### config.mk
export PLATFORM = sky130hd
export DESIGN_NAME = hash_table_linear_probe_insert_top_flat
export DESIGN_NICKNAME = d
export VERILOG_FILES = /design/src/hw/rtl/htlp_pkg.sv /design/src/hw/rtl/htlp_if.sv /design/src/hw/rtl/hash_table_linear_probe_insert_top.sv /design/src/hw/rtl/htlp_ctrl.sv /design/src/hw/rtl/htlp_datapath.sv /design/src/flat_wrapper.sv
export SDC_FILE = /design/constraint.sdc
export NUM_CORES = 2
export LEC_CHECK = 0
export BUFFER_PORTS_ARGS = -buffer_cell sky130_fd_sc_hd__buf_2
export CAP_MARGIN = 20
export CORE_ASPECT_RATIO = 1.25
export CORE_UTILIZATION = 55
export CTS_CLUSTER_DIAMETER = 150
export DETAILED_ROUTE_END_ITERATION = 8
export PLACE_DENSITY_LB_ADDON = 0.3
export SYNTH_ARGS = -nofsm -noshare
export SYNTH_HDL_FRONTEND = slang
export SYNTH_SLANG_ARGS = --single-unit
export TNS_END_PERCENT = 50
### constraint.sdc
create_clock -name i_clk -period 5.1 [get_ports i_clk]
set_input_delay 1.02 -clock i_clk [delete_from_list [all_inputs] [get_ports i_clk]]
set_output_delay 1.02 -clock i_clk [all_outputs]
set_load 0.005 [all_outputs]
### src/hw/rtl/htlp_pkg.sv
// Package for the linear-probing hash table: field widths, result codes,
// table entry layout, controller states and controller/datapath structs.
// Depends on nothing.
package htlp_pkg;

    localparam int KEY_W    = 14;
    localparam int AGE_W    = 7;
    localparam int SLOT_W   = 7;
    localparam int STATUS_W = 3;

    // Fraction bits of the reciprocal used to reduce a key modulo the table size.
    localparam int RECIP_SHIFT = 28;

    // Request types.
    localparam logic REQ_INSERT = 1'b0;
    localparam logic REQ_READ   = 1'b1;

    // Result status codes.
    localparam logic [STATUS_W-1:0] STAT_HOME     = 3'd0;
    localparam logic [STATUS_W-1:0] STAT_PROBED   = 3'd1;
    localparam logic [STATUS_W-1:0] STAT_FULL     = 3'd2;
    localparam logic [STATUS_W-1:0] STAT_EMPTY    = 3'd3;
    localparam logic [STATUS_W-1:0] STAT_OCCUPIED = 3'd4;

    typedef struct packed {
        logic             valid;
        logic [KEY_W-1:0] key;
        logic [AGE_W-1:0] age;
    } t_entry;

    typedef enum logic [3:0] {
        S_CLEAR,
        S_IDLE,
        S_HASH_MUL,
        S_HASH_SUB,
        S_PROBE_START,
        S_PROBE,
        S_READ_ISSUE,
        S_READ_DONE,
        S_FULL
    } t_state;

    typedef struct packed {
        logic clear;
        logic load;
        logic probe_start;
        logic probe_step;
        logic probe_place;
        logic read_issue;
        logic read_done;
        logic report_full;
    } t_ctl_cmd;

    typedef struct packed {
        logic full;
        logic clr_last;
        logic slot_free;
        logic out_free;
    } t_dp_status;

endpackage

### src/hw/rtl/htlp_if.sv
// Request and response channel interfaces of the hash table.
// Depends on htlp_pkg.
interface htlp_req_if;
    import htlp_pkg::*;

    logic             valid;
    logic             ready;
    logic             req_type;
    logic [KEY_W-1:0] key;
    logic [AGE_W-1:0] age_in;
    logic [SLOT_W-1:0] read_slot;

    modport source (output valid, output req_type, output key, output age_in,
                    output read_slot, input ready);
    modport sink   (input valid, input req_type, input key, input age_in,
                    input read_slot, output ready);
endinterface

interface htlp_rsp_if;
    import htlp_pkg::*;

    logic                valid;
    logic                ready;
    logic [STATUS_W-1:0] status;
    logic [SLOT_W-1:0]   slot_index;
    logic [KEY_W-1:0]    key_out;
    logic [AGE_W-1:0]    age_out;

    modport source (output valid, output status, output slot_index, output key_out,
                    output age_out, input ready);
    modport sink   (input valid, input status, input slot_index, input key_out,
                    input age_out, output ready);
endinterface

### src/hw/rtl/hash_table_linear_probe_insert_top.sv
// Linear-probing hash table top level; depends on htlp_pkg, htlp_if, htlp_ctrl, htlp_datapath.
// From request to response register, an insert goes through the hash multiply, hash subtract,
// probe start and probe states, a read through read issue and read done, and an insert into a
// full table through the full state; the next request is taken once the controller is idle.
// Throughput is one request at a time; probing visits one slot per cycle on the memory port.
// Synchronous active-low reset clears the table one slot per cycle; no request is taken meanwhile.
module hash_table_linear_probe_insert_top #(
    parameter int TABLE_SIZE = 128
) (
    input  logic        i_clk,
    input  logic        i_rst_n,
    htlp_req_if.sink    i_req,
    htlp_rsp_if.source  o_rsp
);
    import htlp_pkg::*;

    // The controller only decides; the datapath holds the table, the count
    // and the response register, and reports back through a status struct.
    t_ctl_cmd   cmd;
    t_dp_status dp_status;

    htlp_ctrl u_ctrl (
        .i_clk       (i_clk),
        .i_rst_n     (i_rst_n),
        .i_req_valid (i_req.valid),
        .i_req_type  (i_req.req_type),
        .i_status    (dp_status),
        .o_req_ready (i_req.ready),
        .o_cmd       (cmd)
    );

    // The response register lets a finished result wait for the sink while
    // the next request is accepted and worked on; the result step of that
    // request holds until the register is free.
    htlp_datapath #(
        .TABLE_SIZE (TABLE_SIZE)
    ) u_datapath (
        .i_clk         (i_clk),
        .i_rst_n       (i_rst_n),
        .i_cmd         (cmd),
        .i_key         (i_req.key),
        .i_age_in      (i_req.age_in),
        .i_read_slot   (i_req.read_slot),
        .i_out_ready   (o_rsp.ready),
        .o_status      (dp_status),
        .o_out_valid   (o_rsp.valid),
        .o_status_code (o_rsp.status),
        .o_slot_index  (o_rsp.slot_index),
        .o_key_out     (o_rsp.key_out),
        .o_age_out     (o_rsp.age_out)
    );

endmodule

### src/hw/rtl/htlp_ctrl.sv
// Controller state machine of the hash table: sequences the clearing pass,
// hashing, probing, reads and result hand-off. Depends on htlp_pkg.
module htlp_ctrl (
    input  logic                  i_clk,
    input  logic                  i_rst_n,
    input  logic                  i_req_valid,
    input  logic                  i_req_type,
    input  htlp_pkg::t_dp_status  i_status,
    output logic                  o_req_ready,
    output htlp_pkg::t_ctl_cmd    o_cmd
);
    import htlp_pkg::*;

    t_state r_state;
    t_state n_state;

    always_ff @(posedge i_clk) begin
        if (!i_rst_n) begin
            r_state <= S_CLEAR;
        end else begin
            r_state <= n_state;
        end
    end

    always_comb begin
        n_state = r_state;
        unique case (r_state)
            S_CLEAR: begin
                if (i_status.clr_last) begin
                    n_state = S_IDLE;
                end
            end
            S_IDLE: begin
                if (i_req_valid) begin
                    if (i_req_type == REQ_READ) begin
                        n_state = S_READ_ISSUE;
                    end else if (i_status.full) begin
                        n_state = S_FULL;
                    end else begin
                        n_state = S_HASH_MUL;
                    end
                end
            end
            S_HASH_MUL:    n_state = S_HASH_SUB;
            S_HASH_SUB:    n_state = S_PROBE_START;
            S_PROBE_START: n_state = S_PROBE;
            S_PROBE: begin
                if (i_status.slot_free && i_status.out_free) begin
                    n_state = S_IDLE;
                end
            end
            S_READ_ISSUE:  n_state = S_READ_DONE;
            S_READ_DONE: begin
                if (i_status.out_free) begin
                    n_state = S_IDLE;
                end
            end
            S_FULL: begin
                if (i_status.out_free) begin
                    n_state = S_IDLE;
                end
            end
            default:       n_state = S_CLEAR;
        endcase
    end

    always_comb begin
        o_cmd       = '0;
        o_req_ready = 1'b0;
        unique case (r_state)
            S_CLEAR: begin
                o_cmd.clear = 1'b1;
            end
            S_IDLE: begin
                o_req_ready = 1'b1;
                o_cmd.load  = i_req_valid;
            end
            S_HASH_MUL, S_HASH_SUB: begin
                o_cmd = '0;
            end
            S_PROBE_START: begin
                o_cmd.probe_start = 1'b1;
            end
            S_PROBE: begin
                // A taken slot moves on; a free one is written once the output is free.
                if (!i_status.slot_free) begin
                    o_cmd.probe_step = 1'b1;
                end else begin
                    o_cmd.probe_place = i_status.out_free;
                end
            end
            S_READ_ISSUE: begin
                o_cmd.read_issue = 1'b1;
            end
            S_READ_DONE: begin
                o_cmd.read_done = i_status.out_free;
            end
            S_FULL: begin
                o_cmd.report_full = i_status.out_free;
            end
            default: begin
                o_cmd = '0;
            end
        endcase
    end

endmodule

### src/hw/rtl/htlp_datapath.sv
// Datapath of the hash table: slot memory, occupancy count, modulo hash,
// probe address registers and the response register. Depends on htlp_pkg.
module htlp_datapath #(
    parameter int TABLE_SIZE = 128
) (
    input  logic                          i_clk,
    input  logic                          i_rst_n,
    input  htlp_pkg::t_ctl_cmd            i_cmd,
    input  logic [htlp_pkg::KEY_W-1:0]    i_key,
    input  logic [htlp_pkg::AGE_W-1:0]    i_age_in,
    input  logic [htlp_pkg::SLOT_W-1:0]   i_read_slot,
    input  logic                          i_out_ready,
    output htlp_pkg::t_dp_status          o_status,
    output logic                          o_out_valid,
    output logic [htlp_pkg::STATUS_W-1:0] o_status_code,
    output logic [htlp_pkg::SLOT_W-1:0]   o_slot_index,
    output logic [htlp_pkg::KEY_W-1:0]    o_key_out,
    output logic [htlp_pkg::AGE_W-1:0]    o_age_out
);
    import htlp_pkg::*;

    localparam int AW     = $clog2(TABLE_SIZE);
    localparam int CW     = $clog2(TABLE_SIZE + 1);
    localparam int EW     = AW + 8;
    localparam int PROD_W = KEY_W + RECIP_SHIFT;
    localparam int QW     = KEY_W + AW + 1;
    localparam logic [RECIP_SHIFT-1:0] RECIP =
        RECIP_SHIFT'((1 << RECIP_SHIFT) / TABLE_SIZE);

    function automatic logic [AW-1:0] wrap_inc(input logic [AW-1:0] addr);
        if (addr == AW'(TABLE_SIZE - 1)) begin
            return '0;
        end
        return addr + AW'(1);
    endfunction

    t_entry r_mem [TABLE_SIZE];
    t_entry r_rd_data;

    logic [CW-1:0]     r_count;
    logic [AW-1:0]     r_clr_addr;
    logic [KEY_W-1:0]  r_key;
    logic [AGE_W-1:0]  r_age;
    logic [SLOT_W-1:0] r_read_slot;
    logic [PROD_W-1:0] r_prod;
    logic [AW:0]       r_rem;
    logic [AW-1:0]     r_chk_addr;
    logic [AW-1:0]     r_probe_addr;
    logic              r_first;

    logic                r_out_valid;
    logic [STATUS_W-1:0] r_out_status;
    logic [SLOT_W-1:0]   r_out_slot;
    logic [KEY_W-1:0]    r_out_key;
    logic [AGE_W-1:0]    r_out_age;

    logic [KEY_W-1:0] quot;
    logic [QW-1:0]    quot_n;
    logic [QW-1:0]    rem_full;
    logic [AW:0]      rem_fix;
    logic [AW-1:0]    home;
    logic [EW-1:0]    rs_ext;
    logic [EW-1:0]    chk_ext;
    logic             rs_in_range;
    logic [AW-1:0]    rd_addr;
    logic             rd_en;
    logic             we;
    logic [AW-1:0]    wa;
    t_entry           wd;
    logic             out_free;

    // The quotient estimate is exact or one short, so one correction suffices.
    assign quot     = r_prod[PROD_W-1 -: KEY_W];
    assign quot_n   = QW'(quot) * QW'(TABLE_SIZE);
    assign rem_full = QW'(r_key) - quot_n;
    assign rem_fix  = (r_rem >= (AW+1)'(TABLE_SIZE)) ? r_rem - (AW+1)'(TABLE_SIZE) : r_rem;
    assign home     = rem_fix[AW-1:0];

    assign rs_ext      = EW'(r_read_slot);
    assign rs_in_range = rs_ext < EW'(TABLE_SIZE);
    assign chk_ext     = EW'(r_chk_addr);
    assign out_free    = !r_out_valid || i_out_ready;

    always_comb begin
        rd_en   = i_cmd.probe_start || i_cmd.probe_step || i_cmd.read_issue;
        rd_addr = rs_ext[AW-1:0];
        if (i_cmd.probe_start) begin
            rd_addr = home;
        end else if (i_cmd.probe_step) begin
            rd_addr = r_probe_addr;
        end
        we = i_cmd.clear || i_cmd.probe_place;
        wa = i_cmd.clear ? r_clr_addr : r_chk_addr;
        wd = '0;
        if (!i_cmd.clear) begin
            wd.valid = 1'b1;
            wd.key   = r_key;
            wd.age   = r_age;
        end
    end

    always_ff @(posedge i_clk) begin
        if (we) begin
            r_mem[wa] <= wd;
        end
        if (rd_en) begin
            r_rd_data <= r_mem[rd_addr];
        end
    end

    always_ff @(posedge i_clk) begin
        if (i_cmd.load) begin
            r_key       <= i_key;
            r_age       <= i_age_in;
            r_read_slot <= i_read_slot;
        end
        r_prod <= PROD_W'(r_key) * PROD_W'(RECIP);
        r_rem  <= rem_full[AW:0];
        if (i_cmd.probe_start) begin
            r_chk_addr   <= home;
            r_probe_addr <= wrap_inc(home);
            r_first      <= 1'b1;
        end else if (i_cmd.probe_step) begin
            r_chk_addr   <= r_probe_addr;
            r_probe_addr <= wrap_inc(r_probe_addr);
            r_first      <= 1'b0;
        end
    end

    always_ff @(posedge i_clk) begin
        if (!i_rst_n) begin
            r_count    <= '0;
            r_clr_addr <= '0;
        end else begin
            if (i_cmd.clear) begin
                r_clr_addr <= wrap_inc(r_clr_addr);
            end
            if (i_cmd.probe_place) begin
                r_count <= r_count + CW'(1);
            end
        end
    end

    always_ff @(posedge i_clk) begin
        if (!i_rst_n) begin
            r_out_valid <= 1'b0;
        end else if (i_cmd.probe_place || i_cmd.read_done || i_cmd.report_full) begin
            r_out_valid <= 1'b1;
        end else if (i_out_ready) begin
            r_out_valid <= 1'b0;
        end
    end

    always_ff @(posedge i_clk) begin
        if (i_cmd.probe_place) begin
            r_out_status <= r_first ? STAT_HOME : STAT_PROBED;
            r_out_slot   <= chk_ext[SLOT_W-1:0];
            r_out_key    <= '0;
            r_out_age    <= '0;
        end else if (i_cmd.read_done) begin
            r_out_slot <= r_read_slot;
            if (rs_in_range && r_rd_data.valid) begin
                r_out_status <= STAT_OCCUPIED;
                r_out_key    <= r_rd_data.key;
                r_out_age    <= r_rd_data.age;
            end else begin
                r_out_status <= STAT_EMPTY;
                r_out_key    <= '0;
                r_out_age    <= '0;
            end
        end else if (i_cmd.report_full) begin
            r_out_status <= STAT_FULL;
            r_out_slot   <= '0;
            r_out_key    <= '0;
            r_out_age    <= '0;
        end
    end

    assign o_status.full      = (r_count == CW'(TABLE_SIZE));
    assign o_status.clr_last  = (r_clr_addr == AW'(TABLE_SIZE - 1));
    assign o_status.slot_free = !r_rd_data.valid;
    assign o_status.out_free  = out_free;

    assign o_out_valid   = r_out_valid;
    assign o_status_code = r_out_status;
    assign o_slot_index  = r_out_slot;
    assign o_key_out     = r_out_key;
    assign o_age_out     = r_out_age;

endmodule
### src/flat_wrapper.sv
// flat-port wrapper written by rule: the top's interface ports become plain ports
module hash_table_linear_probe_insert_top_flat import htlp_pkg::*;
#(
    parameter int TABLE_SIZE = 128
)
  (i_clk, i_rst_n, i_req_valid, i_req_req_type, i_req_key, i_req_age_in, i_req_read_slot, i_req_ready, o_rsp_valid, o_rsp_status, o_rsp_slot_index, o_rsp_key_out, o_rsp_age_out, o_rsp_ready);
  htlp_req_if i_req_i ();
  htlp_rsp_if o_rsp_i ();
  input  logic i_clk;
  input  logic i_rst_n;
  input wire logic [$bits(i_req_i.valid)-1:0] i_req_valid;
  input wire logic [$bits(i_req_i.req_type)-1:0] i_req_req_type;
  input wire logic [$bits(i_req_i.key)-1:0] i_req_key;
  input wire logic [$bits(i_req_i.age_in)-1:0] i_req_age_in;
  input wire logic [$bits(i_req_i.read_slot)-1:0] i_req_read_slot;
  output wire logic [$bits(i_req_i.ready)-1:0] i_req_ready;
  output wire logic [$bits(o_rsp_i.valid)-1:0] o_rsp_valid;
  output wire logic [$bits(o_rsp_i.status)-1:0] o_rsp_status;
  output wire logic [$bits(o_rsp_i.slot_index)-1:0] o_rsp_slot_index;
  output wire logic [$bits(o_rsp_i.key_out)-1:0] o_rsp_key_out;
  output wire logic [$bits(o_rsp_i.age_out)-1:0] o_rsp_age_out;
  input wire logic [$bits(o_rsp_i.ready)-1:0] o_rsp_ready;
  assign i_req_i.valid = i_req_valid;
  assign i_req_i.req_type = i_req_req_type;
  assign i_req_i.key = i_req_key;
  assign i_req_i.age_in = i_req_age_in;
  assign i_req_i.read_slot = i_req_read_slot;
  assign i_req_ready = i_req_i.ready;
  assign o_rsp_valid = o_rsp_i.valid;
  assign o_rsp_status = o_rsp_i.status;
  assign o_rsp_slot_index = o_rsp_i.slot_index;
  assign o_rsp_key_out = o_rsp_i.key_out;
  assign o_rsp_age_out = o_rsp_i.age_out;
  assign o_rsp_i.ready = o_rsp_ready;
  hash_table_linear_probe_insert_top #(.TABLE_SIZE(TABLE_SIZE)) u_core (.i_clk(i_clk), .i_rst_n(i_rst_n), .i_req(i_req_i), .o_rsp(o_rsp_i));
endmodule
==> impl_metrics.toml <==
[status]
failed_checks = "DRC"
outcome = "complete, but fails checks"

[global_routing]
track_usage = 0.2940
grt_pass1_wl_um = 439600
grt_max_degree = 129
antenna_found_initial = 24
first_global_vias = 60413
globalRouteOverflowTotal = 0

[worst_setup_path]
r2r_end = "u_core.u_datapath.r_rd_data[6]$_DFFE_PP_"
start_kind = "register"
worstSetupEndpoint = "u_core.u_datapath.r_rd_data[6]$_DFFE_PP_"
crit_fanout = 23
path_cells = "and4bb_2 -> nand2_1 -> buf_4 -> a311oi_4 -> buf_4 -> buf_4 -> nor4_1 -> nand2_1 -> o211ai_1 -> nor4_1 -> buf_4 -> nand4_1"
timing.critical_path.mode_cell = "buf_4"
cp_top_family = "simple AND/OR/NAND/NOR gates"
crit_arrival_ns = 5.68
crit_slowest_cell = "nor4_1"
critical_path_required_ns = 5.72
r2r_start = "u_core.u_ctrl.r_state[2]$_SDFFE_PN0P_"
worst-r2r-setup-slack_ns = 0.04
worstSetupPathType = "register to register"
crit_cells = 12
end_kind = "register"
worst-path-buf-inv = 4
cpPeakStageDelay_ns = 0.80
r2r_cells = 12
startpoint = "u_core.u_ctrl.r_state[2]$_SDFFE_PN0P_"

[synth]
yosysWarnings = 0
synth_area_leader_cell = "edfxtp_1"
synth_xor_area_frac = 0.001682
synthAdderAreaFrac = 0.0005461
syn-cell-area_um2 = 114600
synth_flop_cell = "edfxtp_1"
synth_top_area_share = 0.7576
synth_area_per_cell_um2 = 19.56
synth_simple_gate_area_frac = 0.04509
yosysSeqAreaShare = 0.7661
syn-instance-count = 5858
synth_area_leaders = "edfxtp_1, mux4_2, mux2i_1"
synth_edf_count = 2890
ys_types = 84
synthArstFlopShare = 0
synth-seq-cells = 2939
synth_compound_area_frac = 0.04384
syn-num-nets = 5896
synth_top_family_by_area = "multiplexers"
synth_mux_area_frac = 0.1247

[clock_tree]
tritoncts = "done"
post_cts_resized = 0
cts.sinks = 2939
cts.root.buffer_cell = "clkbuf_16"
path_clk_slew_ns = 0.06
clk_path_buf_depth = 4
postCtsHoldBufs = 0
numCtsBuffers = 289
cts_max_level = 5
clock_latency_ns = 0.93
post_cts_buffers = 0

[worst_hold_path]
hold_class = "input pin to register"

[die]
die_h_um = 512.3
row_count = 186
num_io_pins = 66
core-area_um2 = 206200
initial_utilization = 0.5556
dieArea_um2 = 210100
die_w_um = 410.2

[flow_run]
max_cap_violations = 0

[final_layout]
area_delta_synth_final_pct = 12.86
final_cells = 9190
fill_cells = 13977
fin_nets = 6291
final_layout_size_suffix_gt1_frac = 0.2430
fin_util = 0.6270
final_cell_mix = "edfxtp_1, mux4_2, nand2_1"
final_cell_area_um2 = 129300
mostFrequentLayoutCell = "edfxtp_1"

[routing]
drc = 10
dr_total_vias = 61651
routedWlPerCell_um = 33.62
wirelength_um = 309000
drtAntennaViolNets = 0
viasPerCell = 6.708
drt_iter0_markers = 8690
dr.pass1.iters = 8

[place]
post-dp-hpwl_um = 188300
gp_congestion = 0.9390
place_area_um2 = 120400
place_ws_ns = 0.09813
dp_cells = 8684
portBuffers = 65

[timing]
drv_slew = 0
grt_setup_unrepaired = "false"
worst_pin_slew_ns = 1.224
hold_violations = 0
finalCritPeriodShare = 0.9924
period_minus_slack_ns = 5.061
clock_skew_ns = 0.06218
slew_headroom = 0.1842
max_freq_mhz = 197.6
setup_viol = 0
setup_slack_ns = 0.03885

[pwr]
peakVddDrop_uv = 220.9
powerDensity_nw_per_um2 = 360.2
p_leak_uw = 0.04430
==> sequential cells by signal (all words and copies together) (netlist names) <==
name / count
u_core.u_ctrl.r_state: 4
u_core.u_datapath.o_age_out: 7
u_core.u_datapath.o_key_out: 14
u_core.u_datapath.o_out_valid: 1
u_core.u_datapath.o_slot_index: 7
u_core.u_datapath.o_status_code: 3
u_core.u_datapath.r_age: 7
u_core.u_datapath.r_chk_addr: 7
u_core.u_datapath.r_clr_addr: 7
u_core.u_datapath.r_count: 8
u_core.u_datapath.r_first: 1
u_core.u_datapath.r_key: 14
u_core.u_datapath.r_mem: 2816
u_core.u_datapath.r_probe_addr: 7
u_core.u_datapath.r_rd_data: 22
u_core.u_datapath.r_read_slot: 7
u_core.u_datapath.r_rem: 7
==> cell usage after synthesis, drive strengths merged (24+ instances only) <==
master / count
mux4: 520
a21o: 24
nor2b: 39
nand2: 440
edfxtp: 2890
buf: 221
a21oi: 106
dfxtp: 49
and2: 49
o211a: 27
nand4: 56
a22o: 47
o22ai: 52
clkbuf: 116
o211ai: 31
and3: 32
a22oi: 102
mux2i: 233
a221oi: 59
nand3: 187
nor2: 194
o21ai: 63
a211oi: 28
==> worst min path at each step <==
stage / from / endpoint / slack [ns] / depth (start not counted)
2_1_floorplan: u_core.u_datapath.r_key[0]$_DFFE_PP_ / u_core.u_datapath.r_rem[0]$_DFF_P_ / 0.34 / 0
3_3_place_gp: u_core.u_datapath.r_key[5]$_DFFE_PP_ / u_core.u_datapath.r_rem[5]$_DFF_P_ / 0.36 / 0
3_5_place_dp: u_core.u_datapath.r_key[2]$_DFFE_PP_ / u_core.u_datapath.r_rem[2]$_DFF_P_ / 0.36 / 0
4_1_cts: i_req_key[7] / u_core.u_datapath.r_key[7]$_DFFE_PP_ / 0.20 / 1
5_1_grt: i_req_read_slot[0] / u_core.u_datapath.r_read_slot[0]$_DFFE_PP_ / 0.22 / 1
6_report: i_req_key[7] / u_core.u_datapath.r_key[7]$_DFFE_PP_ / 0.26 / 1
==> power by group <==
part / total, µW / switching [µW] / internal, µW
Sequential: 26200 / 17.6 / 26200
Combinational: 181 / 135 / 45.8
Clock: 20200 / 8730 / 11500
Total: 46600 / 8890 / 37700
==> logic make-up (layout without fill, tap and decap cells) <==
group,after synthesis,after routing
mux,774,774
xor+xnor,22,22
buf+inv,349,947
simple gates,1090,1090
compound gates,679,679
other cells,0,8
fa+ha+maj,5,5
flops,2939,2939
==> final cells by class <==
cell class,count,area (µm²),share of cell area
Sequential cell,2939,87760,0.6788
Inverter,12,47.55,0.0003677
Multi-Input combinational cell,2570,25350,0.1960
Clock inverter,142,1155,0.008932
Antenna cell,8,20.02,0.0001548
Timing Repair Buffer,441,3935,0.03043
Tap cell,2726,3411,0.02638
Clock buffer,352,7615,0.05890
==> stage by stage <==
stage	TNS, ns	hold WS, ns	total power (µW)
finish	0	0.2638	46570
global route	0	0.2247	47590
CTS	0	0.2042	46730
detailed placement	0	0.3621	26880
global placement	0	0.3611	26870
floorplan	-1245.59	0.3399	26770
==> per-layer routing <==
metal	vias up	track usage	share of wire
li1	24869	-	-
met1	32277	0.3943	0.36
met2	3772	0.4634	0.48
met3	713	0.06777	0.11
met4	20	0.1293	0.050
met5	-	0	0.00044
No activity file was read; power rests on OpenSTA's default activity.
